`src/rtl/core/ipcls_pkg.sv`:
```
// Shared beat types and grammar constants for the IP address line classifier.
package ipcls_pkg;

    localparam int unsigned TOTAL_W = 32;

    typedef struct packed {
        logic [7:0] ch;
        logic       line_end;
    } t_in_beat;

    typedef struct packed {
        logic [1:0]         kind;
        logic [TOTAL_W-1:0] ipv4_total;
        logic [TOTAL_W-1:0] ipv6_total;
        logic [TOTAL_W-1:0] invalid_total;
    } t_out_beat;

    localparam logic [1:0] KIND_IPV4    = 2'd0;
    localparam logic [1:0] KIND_IPV6    = 2'd1;
    localparam logic [1:0] KIND_INVALID = 2'd2;

    localparam logic [7:0] CH_ZERO  = 8'h30;
    localparam logic [7:0] CH_NINE  = 8'h39;
    localparam logic [7:0] CH_DOT   = 8'h2E;
    localparam logic [7:0] CH_COLON = 8'h3A;
    localparam logic [7:0] CH_UC_A  = 8'h41;
    localparam logic [7:0] CH_UC_F  = 8'h46;
    localparam logic [7:0] CH_LC_A  = 8'h61;
    localparam logic [7:0] CH_LC_F  = 8'h66;

    localparam logic [1:0] V4_DOTS      = 2'd3;
    localparam logic [1:0] DIGIT_SAT    = 2'd3;
    localparam logic [8:0] GROUP_MAX    = 9'd255;
    localparam logic [8:0] GROUP_SAT    = 9'd256;
    localparam logic [2:0] V6_COLONS    = 3'd7;
    localparam logic [2:0] HEX_GROUP_MAX = 3'd4;

endpackage

```
`src/rtl/core/ip_address_line_classifier.sv`:
```
// Top level of the IP address line classifier: grammar checks, totals and beat registers.
//
// Usage: the input channel carries one character of a text line per beat,
// with line_end set on the last character (the newline itself is not sent).
// Every character advances an IPv4 and an IPv6 grammar check in parallel.
// The beat carrying line_end produces exactly one output beat with the
// line's class (IPv4, IPv6 or invalid) and the saturating running totals of
// each class, including this line. Other beats produce no output.
// A beat is captured in the input register, is classified by combinational
// logic and lands in the output register, where o_valid rises. Throughput is
// one character per cycle while the output is not stalled; the single-pass
// update of the per-line state between the two registers sets that figure.
// When the receiver asserts i_stall while a result is pending, the output
// beat holds; the input register still drains into the pipeline as long as
// the output register is free, and o_stall rises only when both the output
// register and the input register are full and the output is stalled.
// Reset (i_rst_n low, synchronous) empties both registers, clears the
// per-line grammar state and zeroes the three totals.
module ip_address_line_classifier
    import ipcls_pkg::*;
#(
    parameter int unsigned COUNT_WIDTH = 32
) (
    input  logic      i_clk,
    input  logic      i_rst_n,
    input  logic      i_valid,
    output logic      o_stall,
    input  t_in_beat  i_beat,
    output logic      o_valid,
    input  logic      i_stall,
    output t_out_beat o_beat
);

    // Input register.
    logic     r_in_valid;
    t_in_beat r_in_beat;

    // Output register.
    logic      r_out_valid;
    t_out_beat r_out_beat;

    // Per-line grammar state.
    logic       r_v4_ok;
    logic [1:0] r_dot_seen;
    logic [8:0] r_group_value;
    logic [1:0] r_digit_count;
    logic       r_lead_zero;
    logic       r_v6_ok;
    logic [2:0] r_colon_seen;
    logic [2:0] r_hex_len;

    // Running totals.
    logic [COUNT_WIDTH-1:0] r_v4_cnt;
    logic [COUNT_WIDTH-1:0] r_v6_cnt;
    logic [COUNT_WIDTH-1:0] r_bad_cnt;

    logic       n_v4_ok;
    logic [1:0] n_dot_seen;
    logic [8:0] n_group_value;
    logic [1:0] n_digit_count;
    logic       n_lead_zero;
    logic       n_v6_ok;
    logic [2:0] n_colon_seen;
    logic [2:0] n_hex_len;
    logic [COUNT_WIDTH-1:0] n_v4_cnt;
    logic [COUNT_WIDTH-1:0] n_v6_cnt;
    logic [COUNT_WIDTH-1:0] n_bad_cnt;
    logic [1:0] n_kind;

    logic        out_free;
    logic        s1_go;
    logic [7:0]  ch;
    logic        is_digit;
    logic        is_hex;
    logic [3:0]  digit;
    logic [11:0] group_wide;
    logic        v4_line;
    logic        v6_line;

    // The output register can take a new beat when it is empty or being read.
    assign out_free = !r_out_valid || !i_stall;
    // Every beat in the input register moves on together with the pipeline.
    assign s1_go    = r_in_valid && out_free;
    assign o_stall  = r_in_valid && !out_free;
    assign o_valid  = r_out_valid;
    assign o_beat   = r_out_beat;

    assign ch       = r_in_beat.ch;
    assign is_digit = (ch >= CH_ZERO) && (ch <= CH_NINE);
    assign is_hex   = is_digit || ((ch >= CH_UC_A) && (ch <= CH_UC_F))
                      || ((ch >= CH_LC_A) && (ch <= CH_LC_F));
    assign digit    = 4'(ch - CH_ZERO);
    // At most 256 * 10 + 9, which fits twelve bits.
    assign group_wide = 12'(r_group_value) * 12'd10 + 12'(digit);

    always_comb begin
        n_v4_ok       = r_v4_ok;
        n_dot_seen    = r_dot_seen;
        n_group_value = r_group_value;
        n_digit_count = r_digit_count;
        n_lead_zero   = r_lead_zero;

        if (is_digit) begin
            if (r_digit_count == 2'd0) begin
                n_lead_zero = (ch == CH_ZERO);
            end else if (r_lead_zero) begin
                n_v4_ok = 1'b0;
            end
            n_group_value = (group_wide > 12'(GROUP_SAT)) ? GROUP_SAT : group_wide[8:0];
            if (r_digit_count < DIGIT_SAT) begin
                n_digit_count = r_digit_count + 2'd1;
            end
        end else if (ch == CH_DOT) begin
            if (r_digit_count == 2'd0 || r_group_value > GROUP_MAX
                || r_dot_seen >= V4_DOTS) begin
                n_v4_ok = 1'b0;
            end else begin
                n_dot_seen = r_dot_seen + 2'd1;
            end
            n_group_value = '0;
            n_digit_count = '0;
            n_lead_zero   = 1'b0;
        end else begin
            n_v4_ok = 1'b0;
        end
    end

    always_comb begin
        n_v6_ok      = r_v6_ok;
        n_colon_seen = r_colon_seen;
        n_hex_len    = r_hex_len;

        if (is_hex) begin
            if (r_hex_len >= HEX_GROUP_MAX) begin
                n_v6_ok = 1'b0;
            end else begin
                n_hex_len = r_hex_len + 3'd1;
            end
        end else if (ch == CH_COLON) begin
            if (r_hex_len == 3'd0 || r_colon_seen >= V6_COLONS) begin
                n_v6_ok = 1'b0;
            end else begin
                n_colon_seen = r_colon_seen + 3'd1;
            end
            n_hex_len = '0;
        end else begin
            n_v6_ok = 1'b0;
        end
    end

    // Line verdict from the state after this character; IPv4 wins a tie.
    assign v4_line = n_v4_ok && (n_dot_seen == V4_DOTS) && (n_digit_count != 2'd0)
                     && (n_group_value <= GROUP_MAX);
    assign v6_line = n_v6_ok && (n_colon_seen == V6_COLONS) && (n_hex_len != 3'd0);

    always_comb begin
        n_v4_cnt  = r_v4_cnt;
        n_v6_cnt  = r_v6_cnt;
        n_bad_cnt = r_bad_cnt;
        priority if (v4_line) begin
            n_kind = KIND_IPV4;
            if (r_v4_cnt != '1) begin
                n_v4_cnt = r_v4_cnt + COUNT_WIDTH'(1);
            end
        end else if (v6_line) begin
            n_kind = KIND_IPV6;
            if (r_v6_cnt != '1) begin
                n_v6_cnt = r_v6_cnt + COUNT_WIDTH'(1);
            end
        end else begin
            n_kind = KIND_INVALID;
            if (r_bad_cnt != '1) begin
                n_bad_cnt = r_bad_cnt + COUNT_WIDTH'(1);
            end
        end
    end

    always_ff @(posedge i_clk) begin
        if (!i_rst_n) begin
            r_in_valid    <= 1'b0;
            r_out_valid   <= 1'b0;
            r_v4_ok       <= 1'b1;
            r_dot_seen    <= '0;
            r_group_value <= '0;
            r_digit_count <= '0;
            r_lead_zero   <= 1'b0;
            r_v6_ok       <= 1'b1;
            r_colon_seen  <= '0;
            r_hex_len     <= '0;
            r_v4_cnt      <= '0;
            r_v6_cnt      <= '0;
            r_bad_cnt     <= '0;
        end else begin
            if (!o_stall) begin
                r_in_valid <= i_valid;
            end

            if (s1_go && r_in_beat.line_end) begin
                r_out_valid <= 1'b1;
            end else if (!i_stall) begin
                r_out_valid <= 1'b0;
            end

            if (s1_go) begin
                if (r_in_beat.line_end) begin
                    // The line is finished: grammar state starts over.
                    r_v4_ok       <= 1'b1;
                    r_dot_seen    <= '0;
                    r_group_value <= '0;
                    r_digit_count <= '0;
                    r_lead_zero   <= 1'b0;
                    r_v6_ok       <= 1'b1;
                    r_colon_seen  <= '0;
                    r_hex_len     <= '0;
                    r_v4_cnt      <= n_v4_cnt;
                    r_v6_cnt      <= n_v6_cnt;
                    r_bad_cnt     <= n_bad_cnt;
                end else begin
                    r_v4_ok       <= n_v4_ok;
                    r_dot_seen    <= n_dot_seen;
                    r_group_value <= n_group_value;
                    r_digit_count <= n_digit_count;
                    r_lead_zero   <= n_lead_zero;
                    r_v6_ok       <= n_v6_ok;
                    r_colon_seen  <= n_colon_seen;
                    r_hex_len     <= n_hex_len;
                end
            end
        end
    end

    // Payload registers carry no reset.
    always_ff @(posedge i_clk) begin
        if (!o_stall && i_valid) begin
            r_in_beat <= i_beat;
        end
        if (s1_go && r_in_beat.line_end) begin
            r_out_beat.kind          <= n_kind;
            r_out_beat.ipv4_total    <= TOTAL_W'(n_v4_cnt);
            r_out_beat.ipv6_total    <= TOTAL_W'(n_v6_cnt);
            r_out_beat.invalid_total <= TOTAL_W'(n_bad_cnt);
        end
    end

`ifndef ASSERT_OFF
    // A character that does not end a line never creates an output beat.
    a_no_result_mid_line: assert property (@(posedge i_clk) disable iff (!i_rst_n)
        (s1_go && !r_in_beat.line_end) |=> !$rose(o_valid))
        else $error("output beat created by a mid-line character");

    // After the last character of a line the grammar state is back at its start.
    a_line_state_cleared: assert property (@(posedge i_clk) disable iff (!i_rst_n)
        (s1_go && r_in_beat.line_end) |=> (r_v4_ok && r_v6_ok && r_dot_seen == 2'd0
            && r_colon_seen == 3'd0 && r_hex_len == 3'd0 && r_digit_count == 2'd0))
        else $error("per-line state not cleared at end of line");

    // A reported class always has a nonzero total for that class.
    a_total_matches_kind: assert property (@(posedge i_clk) disable iff (!i_rst_n)
        o_valid |-> ((o_beat.kind == KIND_IPV4 && o_beat.ipv4_total != '0)
            || (o_beat.kind == KIND_IPV6 && o_beat.ipv6_total != '0)
            || (o_beat.kind == KIND_INVALID && o_beat.invalid_total != '0)))
        else $error("reported class has a zero total");

    // Back-pressure reaches the input only when both registers are full.
    a_stall_cause: assert property (@(posedge i_clk) disable iff (!i_rst_n)
        o_stall |-> (r_in_valid && r_out_valid && i_stall))
        else $error("input stalled without a full pipeline");
`endif

endmodule

```
`config.mk`:
```
export PLATFORM = sky130hd
export DESIGN_NAME = ip_address_line_classifier
export DESIGN_NICKNAME = d
export VERILOG_FILES = /design/src/rtl/core/ipcls_pkg.sv /design/src/rtl/core/ip_address_line_classifier.sv
export SDC_FILE = /design/constraint.sdc
export NUM_CORES = 1
export LEC_CHECK = 0
export BUFFER_PORTS_ARGS = -buffer_cell sky130_fd_sc_hd__buf_2
export CORE_MARGIN = 4
export CORE_UTILIZATION = 49
export CTS_BUF_LIST = sky130_fd_sc_hd__clkbuf_8
export DETAILED_ROUTE_END_ITERATION = 7
export PLACE_DENSITY_LB_ADDON = 0.2
export SLEW_MARGIN = 10
export SYNTH_ARGS = -nofsm -noshare
export SYNTH_HDL_FRONTEND = slang
export SYNTH_SLANG_ARGS = --single-unit
export TNS_END_PERCENT = 5
```
`constraint.sdc`:
```
create_clock -name i_clk -period 5.06 [get_ports i_clk]
set_input_delay 0.506 -clock i_clk [delete_from_list [all_inputs] [get_ports i_clk]]
set_output_delay 0.506 -clock i_clk [all_outputs]
set_load 0.1 [all_outputs]
```
# Word level (Yosys, flattened, before mapping)
# Index checks and enable logic that the tools add are counted.
# classes
reduce_logical	29
magnitude_cmp	13
eq_ne	10
add_sub_neg	9
mux	46
n_mul	1
# op_table
cell	count
two-way mux 32 bit	8
adder 32 x 1 -> 32 bit, second input constant	3
inequality test 32 bit, second input constant	3
two-way mux 9 bit	4
== test 8 x 6 -> 1 bit, second input constant	3
two-way mux 3 bit	8
two-way mux 2 bit	9
two-way mux 1 bit	17
greater-or-equal comparator 8 x 7 -> 1 bit, second input constant	2
<= comparator 8 x 7 -> 1 bit, second input constant	2
adder 12 x 4 -> 12 bit	1
> comparator 12 x 9 -> 1 bit, second input constant	1
logical AND 1 bit	12
multiplier 9 x 3 -> 11 bit, second input constant	1
> comparator 9 x 8 -> 1 bit, second input constant	1
<= comparator 9 x 8 -> 1 bit, second input constant	1
greater-or-equal comparator 8 x 6 -> 1 bit, second input constant	1
<= comparator 8 x 6 -> 1 bit, second input constant	1
adder 3 x 1 -> 3 bit, second input constant	2
greater-or-equal comparator 3 bit, second input constant	2
logical OR 1 bit	6
nonzero test 3 bit	2
adder 2 x 1 -> 2 bit, second input constant	2
logical NOT 1 bit	4
other kinds (12)	12
# totals
word_cells	127
regBits	227
output_inout_bits	100

# Depth between registers and ports, before layout
# logic_depth
ltp_word	11
mapped_depth	14
depth_no_buf	12

# Least setup slack after synthesis
# Ideal clock, no wire load.
# synth_path
path_type	reg2reg
from	register r_out_valid (netlist: o_valid)
to	register r_v6_cnt[31]
path_buffers	3
t_required_ps	4923
stages_incl_launch_ff	11
arrival_time_ps	5375
setup_slack_ps	-452
setup_time_ps	137
cell_sequence	dfxtp_1 -> nand2_1 -> and2_1 -> clkbuf_1 -> nand2_1 -> clkinv_1 -> clkbuf_1 -> clkbuf_1 -> nand3_1 -> o311ai_0 -> o41ai_1
# synth_between
elab_chain_cells	4
# synth_rtl
element	line	text
start: declaration	ip_address_line_classifier.sv:39	logic r_out_valid;
start signal: assignment	ip_address_line_classifier.sv:181	r_out_valid <= 1'b0;
start signal: assignment	ip_address_line_classifier.sv:199	r_out_valid <= 1'b1;
start signal: assignment	ip_address_line_classifier.sv:201	r_out_valid <= 1'b0;
logical NOT 1 bit	ip_address_line_classifier.sv:81	assign out_free = !r_out_valid || !i_stall;
logical OR 1 bit	ip_address_line_classifier.sv:81	
logical AND 1 bit	ip_address_line_classifier.sv:83	assign s1_go = r_in_valid && out_free;
AND reduction 2 bit (no line)	-	
end signal: assignment	ip_address_line_classifier.sv:216	r_v6_cnt <= n_v6_cnt;
end: declaration	ip_address_line_classifier.sv:54	logic [COUNT_WIDTH-1:0] r_v6_cnt;
# No other way between the ends.
# A chain may end at the register's enable or synchronous reset.

# Final worst setup path
# layout_path
from	register r_group_value[1]
to	register r_out_beat, in the netlist o_beat[49], data pin
# layout_between
elab_chain_cells	11
word_cells_on_any_way	21
classes_between	1 x add/sub; 1 x mul; 3 x order compare; 1 x eq/ne; 10 x mux; 5 x reduce/logical
# layout_rtl
element	line	text
start: declaration	ip_address_line_classifier.sv:45	logic [8:0] r_group_value;
start signal: assignment	ip_address_line_classifier.sv:221	r_group_value <= n_group_value;
branches (longest 9 deep; another with adder 12 x 4 -> 12 bit)	-	
logical AND 1 bit *	ip_address_line_classifier.sv:153	&& (n_group_value <= GROUP_MAX);
two-way mux 32 bit *	ip_address_line_classifier.sv:160	priority if (v4_line) begin
named net n_v6_cnt[17]	ip_address_line_classifier.sv:66	logic [COUNT_WIDTH-1:0] n_v6_cnt;
end: declaration	ip_address_line_classifier.sv:40	t_out_beat r_out_beat;
# Mark *: on every way through the listed nets, which the timed path passes.

==> flow_summary.ini <==
[finish]
multi_input_comb_area_um2 = 6070
area_growth_pct = 11.9
layout-drive-gt1-share_pct = 14.3
num_antenna_cells = 0
num-fill-cells = 2204
final_nets = 1384
utilization_pct = 55.6
regArea_um2 = 5620
instances_no_fill = 1696

[drt]
routedWlPerCell_um = 16.1
drc = 0
dr.pass1.iters = 6
vias_per_cell = 5.85
drtIter0Drc = 694
ant_nets = 0
totalWireLength_um = 27400
vias = 9914

[timing]
tns_ns = 0
fmax_ghz = 0.222
tightest_slew_ns = 1.10
drv_slew = 0
finClkSkew_ns = 0.0167
finalHoldViolCount = 0
hold_ws_ns = 0.167
setup_viol = 0
slew_headroom_pct = 26.7
finalCritPeriodShare_pct = 89.1
rsz0062_at_grt = false
finalCriticalPeriod_ns = 4.51

[critical_path]
crit_fanout = 54
crit_start = r_group_value[1]$_SDFFE_PN0P_
critical_path_required_ns = 5.33
r2r_cells = 13
start_kind = register
critical_path_class = reg -> reg
r2r_start = r_group_value[1]$_SDFFE_PN0P_
arrival_ns = 4.78
cp-end-kind = register

[logic_synthesis]
synth.avg_cell_area_um2 = 9.59
synth_top_family_by_area = simple AND/OR/NAND/NOR gates
synth_fa_ha_area_share_pct = 2.92
syn-num-nets = 1301
yosys.area_share.simple_pct = 25.6
ys_ff_latch = 227
synth_compound_area_share_pct = 11.4
netlist_instances = 1261
ys_seq_area_share_pct = 46.5
synthArstFlopShare_pct = 0
synthMuxAreaShare_pct = 2.76
ys_types = 65
synthXorXnorAreaFrac_pct = 7.24
synth_ff_type = dfxtp_1
synth_edf_count = 107
syn_area_um2 = 12100
ys_warn_count = 0

[run_status]
outcome = finished clean

[power]
leakage_nw = 5.24
finalPower_w = 0.00350
peakVddDrop_uv = 146
power.density_nw_per_um2 = 259

[floorplanning]
core_um2 = 24300
dieArea_um2 = 27200
die_y_um = 165
start_util_pct = 49.7
rows = 57
die_w_um = 165
io_pins = 113

[worst_hold_path]
worst_hold_path_type = in -> reg
min_from = i_beat[0]
holdPathStages = 1

[clock_tree]
path_clk_slew_ns = 0.06
cts_buffers = 39
max-clock-path-buffers = 3
htreeDepth = 2
cts_setup_buffers = 0
cts-resized-gates = 0
cts_root_buffer = clkbuf_8
holdBufCountCts = 0
tritoncts = yes
clock_latency_ns = 0.53
cts.sink_count = 227

[grt]
grt_use_met2_pct = 32.7
grt-ovfl-total = 0
grt-busiest-layer = met2
grt_pass1_wl_um = 45600
first_global_vias = 9219
antenna_found_initial = 0
use_met1_pct = 27.4
met3_usage_pct = 3.50
grt_max_degree = 143
track_usage_pct = 20.1

[placed_design]
dpl.hpwl_um = 17400
portBuffers = 112
placed_cells = 1627
place_congestion = 0.837

[flow_run]
cap_violations = 0
==> cells in the mapped netlist, types with 4 or more instances <==
library cell	count	area, um2
a21oi_1	73	365
a22o_1	9	78.8
a32oi_1	4	35.0
and2_1	9	56.3
and3_1	42	263
and4_1	11	96.3
buf_2	26	130
clkbuf_1	59	221
dfxtp_1	120	2400
edfxtp_1	107	3210
ha_1	25	313
inv_1	16	60.1
mux2i_1	30	300
nand2_1	93	349
nand2b_1	28	175
nand3_1	85	425
nand4_1	70	438
nor2_1	58	218
nor2b_1	11	68.8
nor3_1	32	160
nor4_1	33	206
o21a_1	9	67.6
o21ai_0	40	200
o311ai_0	5	43.8
o31a_1	7	61.3
o31ai_1	37	278
or3_1	30	188
or4_1	31	233
xnor2_1	54	473
xor2_1	44	385
==> registers in the layout, indices dropped and copies added (netlist names), 3 cells and up <==
signal	flops
r_v6_cnt	32
r_hex_len	3
ch	8
r_v4_cnt	32
o_beat	98
r_group_value	9
r_bad_cnt	32
r_colon_seen	3
==> critical path, cell delays in order, from the launching register on <==
cell and delay, ns:
dfxtp_1 0.35, ha_1 0.31, ha_1 0.19, inv_1 0.07, fa_1 0.57, and3b_1 0.20
a32oi_1 0.30, nor4_2 0.10, xnor2_1 0.19, and4_1 0.29, a2bb2oi_4 0.83, buf_4 0.52
nand4_1 0.17, xnor2_1 0.16
==> power breakdown <==
group | switching [W] | internal (W) | leakage, nW
Combinational | 0.000107 | 0.0000239 | 2.73
Sequential | 0.00000957 | 0.00193 | 2.13
Clock | 0.000719 | 0.000716 | 0.378
==> stage by stage <==
stage / instance area [um2] / worst slack (ns)
2_1_floorplan: 12100 / 1.19
3_3_place_gp: 12900 / 0.697
3_5_place_dp: 12900 / 0.556
4_1_cts: 13500 / 0.553
5_1_grt: 13500 / 0.132
6_report: 13500 / 0.552
==> logic make-up (layout without fill, tap and decap cells) <==
kind of cell	count (synthesis)	after routing
flip-flops	227	227
XOR/XNOR	99	99
adder cells (fa/ha/maj)	27	27
multiplexers	33	33
AND/OR/NAND/NOR	556	556
AO/OA/AOI/OAI	213	213
buffers and inverters	106	217
==> layout by cell type, fill, tap and decap left out, types with 42 or more instances in the layout <==
cell      count
buf_2       112
xor2_1       44
nand4_1      70
edfxtp_1    107
xnor2_1      54
a21oi_1      73
dfxtp_1     120
nand3_1      85
and3_1       42
nor2_1       58
nand2_1      93
==> metal layers <==
layer,vias to the layer above,part of all wire (%)
li1,4914,-
met1,4716,46
met2,234,47
met3,50,5.2
met4,0,2.3
met5,-,0
==> area by class of cell <==
class / count / area share, %
clock buffer: 39 / 3.97
timing repair buffer: 131 / 5.29
multi-input combinational: 928 / 44.9
tap: 324 / 3.00
clock inverter: 30 / 0.888
inverter: 17 / 0.490
sequential: 227 / 41.5
==> worst paths after layout <==
path / endpoint / slack (ns)
setup reg to reg: o_beat[49]$_DFFE_PP_ / 0.55
hold reg to reg: r_v6_cnt[26]$_SDFFE_PN0P_ / 0.48
hold / removal: r_in_beat[0]$_DFFE_PP_ / 0.17
setup / recovery: o_beat[49]$_DFFE_PP_ / 0.55
Note: power is estimated with default switching activity, not from simulation.
